==> src/design/hks_pkg.sv <==
// Shared types, constants and helpers for the hashed key set.
package hks_pkg;

    localparam int MaxEntriesDef  = 256;
    localparam int BucketCountDef = 512;
    localparam int TailKeepDef    = 256;

    localparam logic [63:0] FnvBasis = 64'hCBF29CE484222325;
    localparam logic [63:0] FnvPrime = 64'h00000100000001B3;

    typedef enum logic [1:0] {
        OP_MARK  = 2'd0,
        OP_QUERY = 2'd1,
        OP_CLEAR = 2'd2,
        OP_RESET = 2'd3
    } t_opcode;

    typedef struct packed {
        logic [1:0] opcode;
        logic [7:0] key_byte;
    } t_in_item;

    typedef struct packed {
        logic       found;
        logic [8:0] entry_count;
    } t_out_item;

endpackage

==> src/design/hks_hash_mul.sv <==
// Iterative 64-bit multiplier: one 16x16 partial product per cycle.
module hks_hash_mul
    import hks_pkg::*;
(
    input  logic        i_clk,
    input  logic        i_rst_n,
    input  logic        i_start,
    input  logic [63:0] i_a,
    input  logic [63:0] i_b,
    output logic        o_done,
    output logic [63:0] o_p
);

    logic [63:0] r_a, r_b, r_acc;
    logic [3:0]  r_step;
    logic        r_busy, r_done;
    logic [1:0]  w_ia, w_ib;
    logic [31:0] w_pp;
    logic [6:0]  w_sh;
    logic [63:0] w_term;

    // select limbs; only pairs with ia+ib<4 reach the low 64 bits
    assign w_ia   = r_step[3:2];
    assign w_ib   = r_step[1:0];
    assign w_pp   = r_a[{w_ia, 4'd0} +: 16] * r_b[{w_ib, 4'd0} +: 16];
    assign w_sh   = {({1'b0, w_ia} + {1'b0, w_ib}), 4'd0};
    assign w_term = ({2'b0, w_ia} + {2'b0, w_ib} < 4'd4) ? ({32'd0, w_pp} << w_sh) : 64'd0;

    // step through all sixteen limb pairs
    always_ff @(posedge i_clk) begin
        if (!i_rst_n) begin
            r_busy <= 1'b0;
            r_done <= 1'b0;
            r_step <= '0;
        end else begin
            r_done <= 1'b0;
            if (i_start) begin
                r_busy <= 1'b1;
                r_step <= '0;
                r_a    <= i_a;
                r_b    <= i_b;
                r_acc  <= '0;
            end else if (r_busy) begin
                r_acc  <= r_acc + w_term;
                r_step <= r_step + 4'd1;
                if (r_step == 4'd15) begin
                    r_busy <= 1'b0;
                    r_done <= 1'b1;
                end
            end
        end
    end

    assign o_done = r_done;
    assign o_p    = r_acc;

endmodule

==> config.mk <==
export PLATFORM = sky130hd
export DESIGN_NAME = hks_hash_mul
export DESIGN_NICKNAME = d
export VERILOG_FILES = /design/src/design/hks_pkg.sv /design/src/design/hks_hash_mul.sv
export SDC_FILE = /design/constraint.sdc
export NUM_CORES = 1
export LEC_CHECK = 0
export BUFFER_PORTS_ARGS = -buffer_cell sky130_fd_sc_hd__buf_2
export CORE_MARGIN = 1
export CORE_UTILIZATION = 30
export CTS_CLUSTER_DIAMETER = 120
export DETAILED_ROUTE_END_ITERATION = 10
export GPL_TIMING_DRIVEN = 0
export MAX_ROUTING_LAYER = met4
export PLACE_DENSITY = 0.45
export SYNTH_ARGS = -nofsm -noshare
export SYNTH_HDL_FRONTEND = slang
export SYNTH_SLANG_ARGS = --single-unit
==> constraint.sdc <==
create_clock -name i_clk -period 9.71 [get_ports i_clk]
set_clock_uncertainty 0.2 [all_clocks]
set_input_delay 0.971 -clock i_clk [delete_from_list [all_inputs] [get_ports i_clk]]
set_output_delay 0.971 -clock i_clk [all_outputs]
set_load 0.05 [all_outputs]
**Word-level counts from Yosys, hierarchy flattened**

Index checks and enable logic that the tools add are counted.

- Output and inout port bits: 65
- Logic and storage cells: 29
- Register bits: 198

- Multiplexer cells: 6
- Shifts and indexed selects: 3
- $mul: 1
- Reductions and logical operators: 5
- $lt $le $gt $ge: 1
- Equal/unequal tests: 1
- Bitwise gates (word level): 2
- $add $sub $neg: 4

Operators by type and width:

| kind | number |
|---|---|
| $mux 64 | 2 |
| $shiftx 64x7->16 | 2 |
| $add 64x64->64 | 1 |
| $shl 32x7->64 | 1 |
| $mul 16x16->32 | 1 |
| $add 2x2->3 | 2 |
| $add 4x1->4 const B | 1 |
| $eq 4x4->1 const B | 1 |
| $mux 1 | 4 |
| $reduce_and 2->1 | 2 |
| $lt 3x3->1 const B | 1 |
| $reduce_or 3->1 | 1 |
| $not 1->1 | 2 |
| $reduce_bool 2->1 | 1 |
| $reduce_or 2->1 | 1 |

**Depth between registers and ports, before layout**

- Depth in word-level cells: 6
- Gate-level depth with buffers: 42
- Mapped depth without buffers: 38

**Worst setup path after synthesis**

No wires, ideal clock.

- Kind: reg2reg
- Start: register r_step[0]
- End: register r_acc[54] (netlist: o_p[54]), data pin
- Buffers on the path: 4
- Setup time: 262 ps
- Arrival: 9559 ps
- Data required time: 9248 ps
- Cell stages (with the launch flop): 39
- Setup slack: -311 ps
- Clock period less this slack: 10021 ps
- Cells stage by stage: dfxtp_1 -> clkbuf_1 -> clkbuf_1 -> buf_1 -> nand2_1 -> o21ai_0 -> clkbuf_1 -> nor2_1 -> fa_1 -> inv_1 -> fa_1 -> fa_1 -> fa_1 -> inv_1 -> fa_1 -> inv_1 -> fa_1 -> inv_1 -> [... 3 more ...] -> and2b_1 -> a311o_1 -> a41oi_2 -> o21bai_2 -> xor2_1 -> mux2_2 -> nor2_1 -> ha_1 -> a21o_1 -> a21oi_1 -> o21bai_1 -> a21o_1 -> a21oi_1 -> or3_1 -> a21oi_2 -> or3b_1 -> a21oi_2 -> mux2_1

- Word-level cells in the longest chain between the ends: 6
- Elaborated cells on any way between the ends: 9
- Those cells by class: add/sub: 3; mul: 1; order compare: 1; shift: 2; mux: 2

RTL lines:

| element | line | text |
|---|---|---|
| from (decl) | hks_hash_mul.sv:15 | `logic [3:0] r_step;` |
| from (signal assigned) | hks_hash_mul.sv:45 | `r_step <= r_step + 4'd1;` |
| $shiftx 64x7->16 | hks_hash_mul.sv:25 | `assign w_pp = r_a[{w_ia, 4'd0} +: 16] * r_b[{w_ib, 4'd0} +: 16];` |
| $mul 16x16->32 | hks_hash_mul.sv:25 |  |
| $shl 32x7->64 | hks_hash_mul.sv:27 | `assign w_term = ({2'b0, w_ia} + {2'b0, w_ib} < 4'd4) ? ({32'd0, w_pp} << w_sh) : 64'd0;` |
| $mux 64 * | hks_hash_mul.sv:27 |  |
| $add 64x64->64 * | hks_hash_mul.sv:44 | `r_acc <= r_acc + w_term;` |
| $mux 64 * | hks_hash_mul.sv:43 | `end else if (r_busy) begin` |
| to (signal assigned) | hks_hash_mul.sv:44 |  |
| to (decl) | hks_hash_mul.sv:14 | `logic [63:0] r_a, r_b, r_acc;` |

Mark *: on every way between the ends. The rest lies on a longest branch, timed or not. The select of a mux whose other input is x is not followed.
A chain may end at the register's enable or synchronous reset.

**Worst setup path in the final report**

- Start: register r_step[2]
- End: register r_acc[62] (netlist: o_p[62]), data pin

The elaborated chain is that of the path after synthesis.

==> out/metrics.json <==
{
  "run_status": {
    "outcome": "complete, but fails checks",
    "violated_checks": "DRC, setup timing"
  },
  "cts": {
    "tritoncts.num_buffers": 17,
    "clock_tree.htree_level_count": 4,
    "clk_latency_ps": 490,
    "clk_pin_slew_worst_paths_ps": 90,
    "cts_hold_buf": 0,
    "clock_tree.root_cell": "sky130_fd_sc_hd__clkbuf_16",
    "clock-sinks": 198,
    "cts_tree": "done",
    "clock_path_buffers": 2
  },
  "route": {
    "wl_per_cell_um": 19.7,
    "drc": 4,
    "drt-initial-drc-count": 1085,
    "routed_via_density": 4.94,
    "antenna_violating_nets_remaining": 0,
    "wl_mm": 63.7,
    "via_count": 15900,
    "drt_pass1_iterations": 8
  },
  "die": {
    "placementRows": 94,
    "placeableCoreArea_um2": 66000,
    "initial_utilization_pct": 30.4,
    "die-width_um": 261,
    "die-height_um": 261,
    "ioPinCount": 196,
    "dieArea_um2": 67900
  },
  "timing": {
    "period_share_pct": 101,
    "fmaxAchievable_mhz": 102,
    "tightestPinTransition_ps": 865,
    "max-slew-margin-rel_pct": 42.4,
    "postLayoutSetupSlackWorst_ps": -74.6,
    "timing_max_transition_violations_final": 0,
    "finalCriticalPeriod_ps": 9780,
    "final_hold_viol_count": 0,
    "finalSetupViolations": 4,
    "grt_setup_unrepaired": "yes"
  },
  "hold_path": {
    "worst_hold_startpoint": "r_busy",
    "min_delay_path_depth": 2,
    "worst_hold_path.endpoint": "o_done",
    "hold_path_class": "reg -> reg"
  },
  "synthesis": {
    "synth.mux.area_fraction_pct": 4.66,
    "largest_family_of_logic_cells_by_synthesized_area": "adder cells",
    "synth-simple-area-share_pct": 14.1,
    "yosys_most_used_dff": "sky130_fd_sc_hd__edfxtp_1",
    "average_cell_area_after_synthesis_um2": 9.80,
    "synth_seq_area_share_pct": 29.4,
    "synth.distinct_cells": 77,
    "syn-cell-area_um2": 20100,
    "synth-edff-count": 192,
    "synth_compound_area_share_pct": 11.7,
    "synth_xor_xnor_area_share_pct": 3.45,
    "synth-adder-area-share_pct": 30.1,
    "syn-instance-count": 2046,
    "synth.net_count": 2542,
    "synth.ff_latch_count": 198,
    "synthesis.yosys.warnings": 0,
    "ys_async_sr_fraction_pct": 0
  },
  "global_routing": {
    "grt_pass1_vias": 16200,
    "initial_antenna_violation_count": 1,
    "grt_pass1_wl_mm": 95.0,
    "grt_overflow": 0,
    "overall_fraction_of_global_route_tracks_in_use_pct": 19.2,
    "grt_max_degree": 56
  },
  "setup_path": {
    "worst_setup_path_start_kind": "register",
    "critPathCaptureType": "register",
    "endpoint_arrival_time_on_the_critical_path_ps": 9820,
    "worst_path_largest_cell_delay_ps": 550,
    "critical_path.most_common_cell": "sky130_fd_sc_hd__fa_1",
    "rr_endpoint": "o_p[62]",
    "critical_path_class": "reg -> reg",
    "timing.rr.start": "r_step[2]",
    "rrSetupSlack_ps": -70,
    "timing.critical_path.fanout_max": 10,
    "ff2ff_path_depth": 37,
    "critical_path.slowest_cell": "sky130_fd_sc_hd__mux4_2",
    "worstPathRequired_ps": 9750
  },
  "finish": {
    "mostFrequentLayoutCell": "sky130_fd_sc_hd__inv_1",
    "drive_above_1_share_pct": 26.6,
    "area_growth_pct": 25.2,
    "num-nets-final": 2842,
    "instances_no_fill": 3224,
    "mostFrequentLayoutCells": "sky130_fd_sc_hd__inv_1, sky130_fd_sc_hd__nand2_1, sky130_fd_sc_hd__nor2_1"
  },
  "placed_design": {
    "globalplace.congestion": 0.892,
    "portBuffers": 195,
    "post-dp-hpwl_mm": 50.8,
    "place.detailed.instances": 3108
  },
  "run": {
    "cap_viol_max_count": 0
  }
}
## kinds of logic (layout without fill, tap and decap cells)
kind of cell	count (synthesis)	after routing
adder cells (fa/ha/maj)	365	365
AND/OR/NAND/NOR	633	633
other	0	1
XOR/XNOR	79	79
multiplexers	66	66
buffers and inverters	352	665
flip-flops	198	198
AO/OA/AOI/OAI	353	353
## what timing repair did
item / in CTS / in global routing
pin swaps: 69 / 100
endpoints found under the hold margin: 0 / 0
resized for setup: 244 / 135
cloned: 1 / 0
setup buffers: 65 / 43
setup endpoints to repair: 49 / 33
## cell usage after synthesis, drive strengths merged (19+ instances only)
library cell | count | share of area [%]
nor2 | 213 | 4.0
inv | 266 | 5.0
a21oi | 100 | 2.6
nand3 | 28 | 0.72
and2 | 56 | 1.7
nand2 | 228 | 4.3
mux4 | 19 | 2.1
edfxtp | 192 | 29
ha | 169 | 11
a21o | 57 | 2.1
xor2 | 32 | 1.4
o21ai | 67 | 1.7
xnor2 | 47 | 2.1
nor2b | 22 | 0.69
fa | 196 | 20
mux2i | 21 | 1.0
mux2 | 26 | 1.5
clkbuf | 71 | 1.3
nor3 | 20 | 0.50
## metal layers
metal	share of wire (%)	global-route usage, %
met1	46	25.6
met2	49	30.7
met3	3.8	3.13
met4	1.3	4.08
met5	0	-
## state kept, by name, indices dropped and copies added, names as in the netlist
name and cells:
r_b 64, r_busy 1, r_step 4, r_a 64, o_p 64, o_done 1
## layout make-up
cell class	instances	area, µm²
antenna	1	2.50
buffer	61	508
clock buffer	18	429
clock inverter	14	178
fill	6653	40900
inverter	266	1010
multi-input combinational	1496	14000
sequential	198	5900
tap	864	1080
timing repair buffer	306	1970
## critical path: cells and delay by family, from the launching register on
family	cells	cell delay, ps
AND/OR/NAND/NOR	5	1050
AO/OA/AOI/OAI	12	2330
multiplexers	3	1160
flip-flops	1	360
adder cells (fa/ha/maj)	8	3320
buffers and inverters	8	900
XOR/XNOR	1	190
## metrics by stage
step	instance area, µm²	utilization [%]	setup TNS, ps	hold WS, ps	setup slack, ps
CTS	24300	36.8	-367	386	-115
detailed placement	22200	33.6	-88160	379	-2590
global placement	22100	33.5	-100730	362	-2850
floorplan	20100	-	0	324	0.193
global route	25100	38.0	-2850	408	-323
finish	25100	38.0	-181	404	-74.6
## worst max path at each step
| stage | start | to | slack (ps) | cells past startpoint |
|---|---|---|---|---|
| 2_1_floorplan | r_step[2] | o_p[54] | 0.2 | 35 |
| 3_3_place_gp | r_step[1] | o_p[63] | -2850 | 38 |
| 3_5_place_dp | r_step[1] | o_p[63] | -2590 | 40 |
| 4_1_cts | r_step[2] | o_p[62] | -120 | 37 |
| 5_1_grt | r_step[2] | o_p[62] | -320 | 36 |
| 6_report | r_step[2] | o_p[62] | -70 | 37 |
Power is left out: the tool's default activity adds up to more than one toggle a clock period on the data nets, which glitch-free logic cannot reach.
